===== src/rtl/stepper_step_pulse_generator_core_macros.svh =====
// concurrent assertion helpers, clocked on clk_i and held off during reset
`ifndef STEPPER_STEP_PULSE_GENERATOR_CORE_MACROS_SVH
`define STEPPER_STEP_PULSE_GENERATOR_CORE_MACROS_SVH

`ifndef SYNTHESIS
`define STPG_ASSERT(lbl, prop, msg) \
  lbl: assert property (@(posedge clk_i) disable iff (!rst_ni) (prop)) else $error(msg);
`define STPG_ASSERT_NEXT(lbl, pre, post, msg) \
  lbl: assert property (@(posedge clk_i) disable iff (!rst_ni) (pre) |=> (post)) \
    else $error(msg);
`else
`define STPG_ASSERT(lbl, prop, msg)
`define STPG_ASSERT_NEXT(lbl, pre, post, msg)
`endif

`endif


===== src/rtl/stpg_pkg.sv =====
`default_nettype none

package stpg_pkg;

  localparam int unsigned PERIOD_BITS_DEF     = 16;
  localparam int unsigned STEP_COUNT_BITS_DEF = 32;
  localparam int unsigned PW_W                = 16;
  localparam int unsigned STEPS_IN_W          = 32;
  localparam int unsigned PERIOD_IN_W         = 16;
  localparam int unsigned IN_TDATA_W          = 56;
  localparam int unsigned IN_TUSER_W          = 3;
  localparam int unsigned OUT_TDATA_W         = 8;
  localparam logic [PW_W-1:0] PW_RESET        = 16'd2;

  typedef enum logic [2:0] {
    REQ_TICK  = 3'd0,
    REQ_START = 3'd1,
    REQ_STOP  = 3'd2,
    REQ_SLEEP = 3'd3,
    REQ_WAKE  = 3'd4,
    REQ_DIR   = 3'd5
  } req_e;

  typedef enum logic [1:0] {
    ST_OK       = 2'd0,
    ST_SLEEPING = 2'd1,
    ST_FAULT    = 2'd2,
    ST_BUSY     = 2'd3
  } status_e;

endpackage

`default_nettype wire


===== src/rtl/stepper_step_pulse_generator_core.sv =====
// channel    dir  tdata (lsb first)                                      tuser
// s_axis     in   move_steps[31:0] step_period[47:32] direction_req[48]  req_type[2:0]
// m_axis     out  status[1:0] step_out[2] dir_out[3] awake_out[4]        -
//                 move_running[5] move_done[6]
// cfg        in   pulse_width[15:0] on cfg_we_i                          -
//
// one beat per cycle: each request updates the state and lands in the result register
// on the edge it is accepted, result visible the next cycle
// the result register drains while the next beat is taken: s_axis_tready is low only
// when a result is held and m_axis_tready is low
// async active-low reset clears the move state, wakes the driver, direction low,
// pulse width 2
`default_nettype none

`include "stepper_step_pulse_generator_core_macros.svh"

module stepper_step_pulse_generator_core
  import stpg_pkg::*;
#(
  parameter int unsigned PERIOD_BITS     = PERIOD_BITS_DEF,
  parameter int unsigned STEP_COUNT_BITS = STEP_COUNT_BITS_DEF
) (
  input  wire logic                   clk_i,
  input  wire logic                   rst_ni,
  input  wire logic                   cfg_we_i,
  input  wire logic [PW_W-1:0]        cfg_wdata_i,
  input  wire logic                   s_axis_tvalid,
  output      logic                   s_axis_tready,
  // move_steps, step_period, direction_req, zero pad
  input  wire logic [IN_TDATA_W-1:0]  s_axis_tdata,
  // req_type
  input  wire logic [IN_TUSER_W-1:0]  s_axis_tuser,
  output      logic                   m_axis_tvalid,
  input  wire logic                   m_axis_tready,
  // status, step_out, dir_out, awake_out, move_running, move_done, zero pad
  output      logic [OUT_TDATA_W-1:0] m_axis_tdata
);

  localparam logic [31:0] PERIOD_MAX = 32'hFFFF_FFFF >> (32 - PERIOD_BITS);
  localparam logic [31:0] STEPS_MAX  = 32'hFFFF_FFFF >> (32 - STEP_COUNT_BITS);

  logic [PW_W-1:0]            pw_q;
  logic                       active_q, active_d;
  logic [STEP_COUNT_BITS-1:0] steps_left_q, steps_left_d;
  logic [PERIOD_BITS-1:0]     period_len_q, period_len_d;
  logic [PERIOD_BITS-1:0]     phase_q, phase_d;
  logic                       asleep_q, asleep_d;
  logic                       dir_q, dir_d;
  logic                       out_valid_q;
  logic [OUT_TDATA_W-1:0]     out_data_q;

  logic                       in_acc;
  logic [STEPS_IN_W-1:0]      steps_in;
  logic [PERIOD_IN_W-1:0]     period_in;
  logic [31:0]                steps_sat, period_sat;
  logic [PERIOD_BITS-1:0]     phase_inc;
  status_e                    status_d;
  logic                       step_lvl, done_d;
  logic [OUT_TDATA_W-1:0]     out_data_d;

  assign s_axis_tready = !out_valid_q || m_axis_tready;
  assign in_acc        = s_axis_tvalid && s_axis_tready;
  assign steps_in      = s_axis_tdata[STEPS_IN_W-1:0];
  assign period_in     = s_axis_tdata[STEPS_IN_W +: PERIOD_IN_W];
  assign steps_sat     = (steps_in > STEPS_MAX) ? STEPS_MAX : steps_in;
  assign period_sat    = (32'(period_in) > PERIOD_MAX) ? PERIOD_MAX : 32'(period_in);
  assign phase_inc     = phase_q + PERIOD_BITS'(1);

  always_comb begin
    active_d     = active_q;
    steps_left_d = steps_left_q;
    period_len_d = period_len_q;
    phase_d      = phase_q;
    asleep_d     = asleep_q;
    dir_d        = dir_q;
    status_d     = ST_OK;
    done_d       = 1'b0;
    case (s_axis_tuser)
      REQ_TICK: begin
        if (active_q) begin
          if (phase_inc >= period_len_q) begin
            phase_d = '0;
            if (steps_left_q > STEP_COUNT_BITS'(1)) begin
              steps_left_d = steps_left_q - STEP_COUNT_BITS'(1);
            end else begin
              active_d     = 1'b0;
              steps_left_d = '0;
              period_len_d = '0;
              done_d       = 1'b1;
            end
          end else begin
            phase_d = phase_inc;
          end
        end
      end
      REQ_START: begin
        if (asleep_q) begin
          status_d = ST_SLEEPING;
        end else if (steps_sat == 32'd0 || period_sat <= 32'(pw_q)) begin
          status_d = ST_FAULT;
        end else if (active_q) begin
          status_d = ST_BUSY;
        end else begin
          steps_left_d = steps_sat[STEP_COUNT_BITS-1:0];
          period_len_d = period_sat[PERIOD_BITS-1:0];
          phase_d      = '0;
          active_d     = 1'b1;
        end
      end
      REQ_STOP, REQ_SLEEP: begin
        active_d     = 1'b0;
        steps_left_d = '0;
        period_len_d = '0;
        phase_d      = '0;
        if (s_axis_tuser == REQ_SLEEP) begin
          asleep_d = 1'b1;
        end
      end
      REQ_WAKE: begin
        asleep_d = 1'b0;
      end
      REQ_DIR: begin
        dir_d = s_axis_tdata[STEPS_IN_W + PERIOD_IN_W];
      end
      default: begin
      end
    endcase
  end

  always_comb begin
    if (s_axis_tuser == REQ_TICK) begin
      step_lvl = active_q && (32'(phase_q) < 32'(pw_q));
    end else begin
      step_lvl = active_d && (32'(phase_d) < 32'(pw_q));
    end
    out_data_d = {1'b0, done_d, active_d, !asleep_d, dir_d, step_lvl, status_d};
  end

  always_ff @(posedge clk_i or negedge rst_ni) begin
    if (!rst_ni) begin
      pw_q         <= PW_RESET;
      active_q     <= 1'b0;
      steps_left_q <= '0;
      period_len_q <= '0;
      phase_q      <= '0;
      asleep_q     <= 1'b0;
      dir_q        <= 1'b0;
      out_valid_q  <= 1'b0;
    end else begin
      if (cfg_we_i) begin
        pw_q <= cfg_wdata_i;
      end
      if (in_acc) begin
        active_q     <= active_d;
        steps_left_q <= steps_left_d;
        period_len_q <= period_len_d;
        phase_q      <= phase_d;
        asleep_q     <= asleep_d;
        dir_q        <= dir_d;
        out_valid_q  <= 1'b1;
      end else if (m_axis_tready) begin
        out_valid_q <= 1'b0;
      end
    end
  end

  always_ff @(posedge clk_i) begin
    if (in_acc) begin
      out_data_q <= out_data_d;
    end
  end

  assign m_axis_tvalid = out_valid_q;
  assign m_axis_tdata  = out_data_q;

  `STPG_ASSERT(a_phase_in_period, !active_q || (phase_q < period_len_q), "phase past period")
  `STPG_ASSERT(a_idle_cleared, active_q || (steps_left_q == '0 && phase_q == '0), "idle state dirty")
  `STPG_ASSERT_NEXT(a_done_ends_move, in_acc && done_d, !active_q, "move still running after done")
  `STPG_ASSERT_NEXT(a_result_held, in_acc, out_valid_q && out_data_q == $past(out_data_d), "result lost")

endmodule

`default_nettype wire


===== config.mk =====
export PLATFORM = sky130hd
export DESIGN_NAME = stepper_step_pulse_generator_core
export DESIGN_NICKNAME = d
export VERILOG_FILES = /design/src/rtl/stpg_pkg.sv /design/src/rtl/stepper_step_pulse_generator_core.sv
export VERILOG_INCLUDE_DIRS = /design/src /design/src/rtl
export SDC_FILE = /design/constraint.sdc
export NUM_CORES = 1
export LEC_CHECK = 0
export BUFFER_PORTS_ARGS = -buffer_cell sky130_fd_sc_hd__buf_4
export CORE_AREA = 8 8 114 116
export DETAILED_ROUTE_END_ITERATION = 6
export DIE_AREA = 0 0 122 124
export PLACE_DENSITY = 0.83
export SETUP_SLACK_MARGIN = 0.5
export SYNTH_ARGS = -nofsm -noshare
export SYNTH_HDL_FRONTEND = slang
export SYNTH_SLANG_ARGS = --single-unit

===== constraint.sdc =====
create_clock -name clk_i -period 6.3 [get_ports clk_i]
set_input_delay 0.315 -clock clk_i [delete_from_list [all_inputs] [get_ports clk_i]]
set_output_delay 0.315 -clock clk_i [all_outputs]
set_load 0.02 [all_outputs]

==> flow_summary.toml, run 1 <==
[run_status]
outcome = "completed"

[cells_and_area]
syn_to_final_growth_pct = 14.8
nNetsFinal = 974
diodes = 0
drive_above_1_share_pct = 14.0
final_core_util_pct = 66.6
stdcell_area_mm2 = 0.00744
fillers = 895

[clock_tree]
htreeDepth = 3
cts_buffers = 9
clk_latency_ns = 0.35
clk_pin_slew_ns = 0.06
root_buffer = "clkbuf_16"
cts.sinks = 91
clock_path_buffers = 2
cts_tree = "yes"

[synthesis]
yosysWarnings = 0
syn_inst = 769
seq_area_frac_synth_pct = 35.7
ys_top_cells_by_area = "dfrtp_1 32%, ha_1 13%, o21ai_0 8.4%, a21oi_1 4.8%, nand2_1 4.4%"
syn_avg_cell_area_um2 = 8.43
ys_async_sr_fraction_pct = 92.3
ys.flop_type = "dfrtp_1"
syn-cell-area_mm2 = 0.00648
ys_ff_latch = 91
synth.net_count = 914
synthTopCellsByCount = "109 x o21ai_0, 83 x dfrtp_1, 76 x nand2_1"
synth-edff-count = 7
synth_top_cell_by_area = "dfrtp_1"
yosysTopAreaCellShare_pct = 32.0
synthMostInstantiatedCell = "o21ai_0"
synth.distinct_cells = 62

[placement]
dp_slack_ns = 0.819
post-dp-hpwl_um = 13600
io_buffers = 81
gp_congestion = 0.930
placed_area_mm2 = 0.00716

[min_path]
hold_path_class = "in2reg"

[setup_path]
worstPathRequired_ns = 6.46
worstSetupPathType = "reg2reg"
endpoint_kind = "flip-flop"
start_kind = "flip-flop"
cp.arrival_ns = 5.41
cp_max_fo = 9

[power_and_ir_drop]
vdd_drop_max_uv = 237
powerDensity_mw_per_mm2 = 246
power.leakage_nw = 3.43
power_w = 0.00183

[drt]
antenna_left = 0
drc = 0
wl_per_cell_um = 18.3
drtPass1Iterations = 5
drt_wl_total_um = 17800
drtIter0Drc = 486
avgViaCountPerCell = 6.29
vias = 6127

[floorplanning]
rows = 39
initial_core_util_pct = 58.0
dieArea_mm2 = 0.0151
coreArea_mm2 = 0.0112
die_h_um = 124
ios = 90
fp.dieW_um = 122

[global_routing]
antenna_found_initial = 0
grt_max_degree = 65
globalRoute.totalOverflow = 0
grt_pass1_wl_um = 30000
grt_pass1_vias = 6222
track_usage_pct = 24.4

[timing]
setup_ws_ns = 1.05
maxSlewViolCount = 0
rsz0062_at_grt = "no"
fin_crit_sh_pct = 83.3
period_minus_slack_ns = 5.25
hold_violations = 0
max_slew_margin_pct = 22.5
tns_ns = 0
max_freq_mhz = 191
worst_pin_slew_ns = 1.16
finalSetupViolCount = 0
fin_skew_ns = 0.00563

[flow_run]
maxCapViolCount = 0
[cell type report]
type / instances / area [µm²] / share of cell area, %
well taps: 143 / 179 / 2.40
flip-flops and latches: 91 / 2310 / 31.1
multi-input cells: 582 / 3810 / 51.2
repair buffers: 89 / 671 / 9.01
clock buffers: 13 / 260 / 3.50
inverters: 56 / 210 / 2.82
[cells in the final DEF (no fill, tap or decap), drive strengths merged, types with 9 or more instances in the layout]
cell type  count
o21ai        113
buf           88
dfrtp         83
nand2         76
ha            65
a21oi         62
inv           56
nor2          44
a22oi         20
nand3         19
mux2i         17
nor4          17
nor3          14
a32oi         13
clkbuf        13
nand4         12
and3          10
nand2b         9
[worst max-delay path, stage by stage (launching register included)]
cell	delay (ns)
dfrtp_2	0.47
ha_1	0.26
and3_1	0.25
and3_1	0.26
and3_2	0.27
xor2_1	0.16
ha_1	0.33
nand4_1	0.17
nor4_1	0.33
o31ai_1	0.19
a21oi_1	0.41
buf_4	0.24
o21ai_0	0.11
a21oi_1	0.20
o21ai_0	0.10
ha_1	0.29
a21oi_1	0.12
nor2_1	0.06
a2111oi_0	0.30
or3_1	0.16
o2111ai_1	0.11
o22ai_1	0.25
[metal layers]
layer / global-route usage (%) / part of all wire, % / vias to the layer above
met4: 10.3 / 2.2 / 0
met5: 0 / 0 / -
met2: 41.9 / 50 / 243
met1: 30.1 / 42 / 2934
met3: 3.81 / 6.5 / 32
li1: - / - / 2918
[registers in the layout, indices dropped and copies added, names as in the netlist]
name,count
steps_left_q,32
period_len_q,16
phase_q,16
pw_q,16
m_axis_tdata,7
active_q,1
asleep_q,1
dir_q,1
m_axis_tvalid,1
[path summary, 6_finish.rpt]
path	slack [ns]	from	to	cells after the start
worst max-delay path	1.05	phase_q[0]	m_axis_tdata[2]	21
worst min register to register	0.50	steps_left_q[27]	steps_left_q[27]	2
min in group asynchronous	0.44	rst_ni	pw_q[0]	2
worst max register to register	1.05	phase_q[0]	m_axis_tdata[2]	21
worst min-delay path	0.16	s_axis_tvalid	m_axis_tvalid	2
max in group asynchronous	4.77	rst_ni	phase_q[0]	3
[cells by family after synthesis]
group | share of synthesized area (%)
xor gates and xnor gates | 1.89
buffers and inverters | 6.10
and+or+nand+nor | 16.9
DFF | 35.7
AOI/OAI and AO/OA | 23.7
adders and majority gates | 12.5
muxes | 3.14
other | 0.0578
[repair_timing]
item | 4_1_cts | 5_1_grt
buffers inserted | 0 | 0
hold buffers | 1 | 0
endpoints found under the setup margin | 0 | 1
hold endpoints to repair | 31 | 0
resized for setup | 0 | 4
[through the flow]
step | cells | hold WS [ns]
finish | 974 | 0.160
floorplan | 769 | 0.0194
CTS | 974 | 0.158
global route | 974 | 0.165
global placement | 960 | 0.277
detailed placement | 960 | 0.281
[power by group]
part | switching [W] | internal (W) | total [W]
sequential | 0.0000762 | 0.000685 | 0.000761
clock | 0.000219 | 0.000283 | 0.000502
combinational | 0.000350 | 0.000214 | 0.000565
(Power assumes the default switching activity.)
==> run 2, diff against run 1 <==
- ABC_AREA: default -> 1
- CORE_AREA: 8 8 114 116 -> 8 8 118 120
- DIE_AREA: 0 0 122 124 -> 0 0 126 128
- PLACE_DENSITY: 0.83 -> 0.82
- clock period: 6.3 -> 4.95 ns (I/O delays scaled with it)
==> flow_summary.toml, run 2 <==
[synthesis]
synth.distinct_cells = 53
synth_top_cell_by_area = "dfrtp_1"
ys.flop_type = "dfrtp_1"
synthMostInstantiatedCell = "nand2_1"
syn_inst = 935
syn_avg_cell_area_um2 = 7.43
synth-edff-count = 7
ys_async_sr_fraction_pct = 92.3
ys_ff_latch = 91
ys_top_cells_by_area = "dfrtp_1 30%, ha_1 12%, nand2_1 10%, o21ai_0 7.1%, inv_1 6.5%"
yosysTopAreaCellShare_pct = 29.9
yosysWarnings = 0
seq_area_frac_synth_pct = 33.3
synth.net_count = 1080
syn-cell-area_mm2 = 0.00695
synthTopCellsByCount = "189 x nand2_1, 120 x inv_1, 98 x o21ai_0"

[timing]
worst_pin_slew_ns = 0.886
tns_ns = 0
fin_skew_ns = 0.0113
max_freq_mhz = 228
fin_crit_sh_pct = 88.5
hold_ws_ns = 0.0973
finalSetupViolCount = 0
rsz0062_at_grt = "yes"
hold_violations = 0
maxSlewViolCount = 0
period_minus_slack_ns = 4.38
max_slew_margin_pct = 40.8

[drt]
drt_wl_total_um = 18300
drc = 0
vias = 6639
drtIter0Drc = 497
antenna_left = 0
wl_per_cell_um = 15.6
avgViaCountPerCell = 5.66
drtPass1Iterations = 5

[global_routing]
grt_pass1_vias = 6297
track_usage_pct = 22.7
globalRoute.totalOverflow = 0
grt_pass1_wl_um = 29900
grt_max_degree = 50
antenna_found_initial = 0

[floorplanning]
dieArea_mm2 = 0.0161
rows = 41
coreArea_mm2 = 0.0122
ios = 90
initial_core_util_pct = 56.9
die_h_um = 128
fp.dieW_um = 126

[cells_and_area]
final_cell_mix = "185 x nand2_1, 117 x inv_1, 101 x buf_4"
diodes = 0
drive_above_1_share_pct = 17.5
regMostFlops = "steps_left_q"
syn_to_final_growth_pct = 18.0
largest_register_ffs = 32
final_common_cell = "nand2_1"
nNetsFinal = 1163
fillers = 1035

[setup_path]
cpMostUsedCell = "nand2_1"
endpoint_kind = "flip-flop"
worstPathRequired_ns = 5.05
cp.arrival_ns = 4.48
cp_max_fo = 6
worstSetupPathType = "reg2reg"
cp_slowest_stage_delay_ns = 0.43
start_kind = "flip-flop"
crit_path_top_delay_cell = "dfrtp_2"

[placement]
post-dp-hpwl_um = 13300
gp_congestion = 0.864
io_buffers = 81

[clock_tree]
htreeDepth = 3
clock_path_buffers = 2
clk_pin_slew_ns = 0.07
cts_buffers = 9
cts_tree = "yes"
root_buffer = "clkbuf_16"
clk_latency_ns = 0.36
cts.sinks = 91

[min_path]
hold_path_class = "in2reg"

[run_status]
outcome = "completed"

[flow_run]
maxCapViolCount = 0

[power_and_ir_drop]
power.leakage_nw = 4.07
powerDensity_mw_per_mm2 = 337
vdd_drop_max_uv = 259
## run 2: logic make-up (layout without fill, tap and decap cells)
logic type / after synthesis / count (layout) / share of synthesized area (%)
AOI/OAI and AO/OA: 224 / 224 / 19.3
adders and majority gates: 65 / 65 / 11.7
DFF: 91 / 91 / 33.3
and+or+nand+nor: 369 / 369 / 23.4
xor gates and xnor gates: 25 / 25 / 3.15
buffers and inverters: 160 / 248 / 9.06
other: 1 / 1 / 0.0540
## run 2: worst max-delay path, delay by kind of cell, from the launching register on
| family | cells | cell delay (ns) |
|---|---|---|
| adder cells (fa/ha/maj) | 2 | 0.58 |
| XOR/XNOR | 1 | 0.20 |
| buffers and inverters | 4 | 0.36 |
| AO/OA/AOI/OAI | 5 | 0.94 |
| AND/OR/NAND/NOR | 13 | 1.59 |
| flip-flops | 1 | 0.43 |
## run 2: layout make-up
type,instances,area (µm²),share of cell area (%)
Sequential cell,91,2320,28.2
Multi-Input combinational cell,684,4140,50.5
Timing Repair Buffer,104,791,9.64
Inverter,128,480,5.86
Clock buffer,14,274,3.34
Tap cell,150,188,2.29
Clock inverter,2,10.0,0.122
## run 2: layer usage
layer  global-route usage [%]  wire (µm)  vias up
met4                     5.94        367        0
li1                         -          -     3293
met3                     5.03       1210       43
met1                     28.9       7990     3064
met2                     38.3       8750      239
met5                        0          0        -
## run 2: final timing paths
check                                  from          endpoint  slack [ns]  depth (start not counted)
setup reg to reg                 phase_q[0]   m_axis_tdata[2]        0.57                         25
hold reg to reg            steps_left_q[15]  steps_left_q[15]        0.52                          1
max in group asynchronous            rst_ni        phase_q[0]        3.49                          3
min in group asynchronous            rst_ni   period_len_q[3]        0.41                          2
setup / recovery                 phase_q[0]   m_axis_tdata[2]        0.57                         25
hold / removal               cfg_wdata_i[8]           pw_q[8]         0.1                          3
## run 2: metrics by stage
stage	util, %	instances	setup slack (ns)	cell area, µm²	power [W]
global route	67.2	1173	0.353	8200	0.00296
global placement	62.9	1144	0.367	7680	0.00199
CTS	65.6	1162	0.510	8010	0.00272
floorplan	-	935	0.914	6950	0.00175
detailed placement	62.9	1144	0.205	7680	0.00202
finish	67.2	1173	0.567	8200	0.00277
## run 2: timing repair
| action | CTS | global route |
|---|---|---|
| pin swaps | 0 | 17 |
| setup buffers | 1 | 11 |
| endpoints found under the hold margin | 35 | 0 |
| endpoints found under the setup margin | 1 | 1 |
| resized for setup | 6 | 28 |
| hold buffers | 1 | 0 |
## run 2: report_power, final
| part | switching, W | total, W | internal [W] |
|---|---|---|---|
| Combinational | 0.000672 | 0.00107 | 0.000401 |
| Sequential | 0.000123 | 0.00102 | 0.000898 |
| Clock | 0.000291 | 0.000671 | 0.000380 |
| Total | 0.00109 | 0.00277 | 0.00168 |
==> run 3, diff against run 2 <==
- CELL_PAD_IN_SITES_DETAIL_PLACEMENT: default -> 0
- CELL_PAD_IN_SITES_GLOBAL_PLACEMENT: default -> 1
- CORE_AREA: 8 8 118 120 -> 8 8 137 139
- DIE_AREA: 0 0 126 128 -> 0 0 145 147
==> flow_summary.toml, run 3 (same netlist as run 2, synthesis figures left out) <==
[cells_and_area]
fillers = 1693
regMostFlops = "steps_left_q"
nNetsFinal = 1162
final_common_cell = "nand2_1"
drive_above_1_share_pct = 17.4
layout.area.seq_mm2 = 0.00232
largest_register_ffs = 32
final_cell_mix = "182 x nand2_1, 118 x inv_1, 101 x buf_4"
syn_to_final_growth_pct = 19.4
multiInputGateArea_mm2 = 0.00412
stdcell_area_mm2 = 0.00830
diodes = 0

[power_and_ir_drop]
vdd_drop_max_uv = 173
p_seq_share_pct = 36.2
sw_frac_of_total_pct = 38.7
p_int_w = 0.00173
p_switching_w = 0.00109
p_clk_share_pct = 26.3
powerDensity_mw_per_mm2 = 339
pwr-share-comb_pct = 37.6
power.leakage_nw = 4.06

[setup_path]
worstSetupPathType = "reg2reg"
r2r-end = "m_axis_tdata[2]"
worstRegToRegCells = 27
worstPathRequired_ns = 5.16
cp_max_fo = 5
endpoint_kind = "flip-flop"
cp.arrival_ns = 4.52
reg2reg_slack_ns = 0.65
timing.rr.start = "phase_q[0]"
start_kind = "flip-flop"

[min_path]
whs_endpoint = "pw_q[13]"
hold_start = "cfg_wdata_i[13]"
hold_path_class = "in2reg"
hold_path_depth = 3

[floorplanning]
initial_core_util_pct = 41.5
coreArea_mm2 = 0.0168
ios = 90
rows = 48
die_h_um = 147
dieArea_mm2 = 0.0213
fp.dieW_um = 145

[timing]
hold_violations = 0
maxSlewViolCount = 0
rsz0062_at_grt = "yes"
max_slew_margin_pct = 48.7
worst_pin_slew_ns = 0.770
tns_ns = 0
max_freq_mhz = 233
hold_ws_ns = 0.101
period_minus_slack_ns = 4.30
fin_skew_ns = 0.00970
fin_crit_sh_pct = 86.9
finalSetupViolCount = 0

[clock_tree]
cts.sinks = 91
clk_latency_ns = 0.36
cts_tree = "yes"
root_buffer = "clkbuf_16"
clk_pin_slew_ns = 0.07
htreeDepth = 3
clock_path_buffers = 2
cts_buffers = 9

[global_routing]
antenna_found_initial = 0
track_usage_pct = 18.0
grt_pass1_vias = 6202
globalRoute.totalOverflow = 0
grt_max_degree = 67
grt_pass1_wl_um = 31400

[placement]
post-dp-hpwl_um = 14200
gp_congestion = 0.819
io_buffers = 81
placed_area_mm2 = 0.00779

[drt]
avgViaCountPerCell = 5.16
drc = 0
drtPass1Iterations = 5
drt_wl_total_um = 18900
vias = 6430
drtIter0Drc = 427
wl_per_cell_um = 15.2
antenna_left = 0

[run_status]
outcome = "completed"

[flow_run]
maxCapViolCount = 0
-- run 3: cell types whose count changed in the layout (fill, tap and decap cells not counted), moves of 2 or more --
cell,delta
nand2_1,-3
a32o_1,+2
a32o_2,-2
inv_2,-2
nand2_2,+3
clkbuf_1,-2
ha_1,+2
-- run 3: worst max path at each step --
| stage | slack (ns) | from | endpoint | cells after the start |
|---|---|---|---|---|
| floorplan | 0.91 | phase_q[0] | m_axis_tdata[2] | 26 |
| global placement | 0.39 | phase_q[1] | m_axis_tdata[2] | 25 |
| detailed placement | 0.38 | phase_q[1] | m_axis_tdata[2] | 25 |
| CTS | 0.51 | phase_q[1] | m_axis_tdata[2] | 28 |
| global route | 0.41 | phase_q[0] | m_axis_tdata[2] | 28 |
| finish | 0.65 | phase_q[0] | m_axis_tdata[2] | 27 |
-- run 3: metal layers --
layer / global-route usage, % / wire [µm] / up-vias
li1: - / - / 3299
met1: 24.0 / 8970 / 2970
met2: 29.5 / 8830 / 145
met3: 3.08 / 919 / 16
met4: 4.89 / 216 / 0
met5: 0 / 0 / -
-- run 3: power groups by stage --
stage / Sequential [W] / Clock, W / Combinational (W)
after floorplan: 0.00101 / 0 / 0.000742
after global placement: 0.00103 / 0 / 0.00100
after detailed placement: 0.00103 / 0 / 0.00102
after CTS: 0.00102 / 0.000754 / 0.00103
after global routing: 0.00104 / 0.000790 / 0.00120
final: 0.00102 / 0.000740 / 0.00106
-- run 3: per-stage QoR --
step                power [W]  cells  setup WS (ns)  util [%]
floorplan             0.00175    935          0.914         -
global placement      0.00203   1221          0.393      46.5
detailed placement    0.00205   1221          0.378      46.5
CTS                   0.00280   1238          0.508      48.6
global route          0.00303   1247          0.407      49.5
finish                0.00282   1247          0.649      49.5
-- run 3: worst max-delay path, stage by stage (launching register included) --
cell      delay, ns
dfrtp_2        0.42
inv_4          0.05
nor3_4         0.22
nand2_2        0.09
nor2_4         0.16
nand2_4        0.07
nor3_4         0.27
nand2_2        0.10
xor2_2         0.18
inv_2          0.08
ha_4           0.28
nand2_4        0.06
nor4_4         0.27
nand2_1        0.10
nand3_2        0.13
nand2_4        0.08
buf_4          0.15
a32o_1         0.20
o21bai_1       0.16
ha_1           0.19
a21oi_1        0.18
nor2_2         0.06
a211oi_2       0.16
o221a_2        0.24
nand3_2        0.07
inv_1          0.06
nand2_1        0.04
nand2_1        0.06
-- run 3: layout make-up --
class / instances / share of cell area (%)
clock buffers: 12 / 3.21
well taps: 225 / 3.39
inverters: 128 / 5.82
repair buffers: 103 / 9.39
flip-flops and latches: 91 / 27.9
clock inverters: 4 / 0.573
multi-input cells: 684 / 49.7
-- run 3: repair_timing --
action                                 in CTS  in global routing
resized for setup                           5                 25
endpoints found under the hold margin      37                  0
hold buffers                                1                  0
pin swaps                                   0                 15
setup endpoints to repair                   1                  1
setup buffers                               0                  9
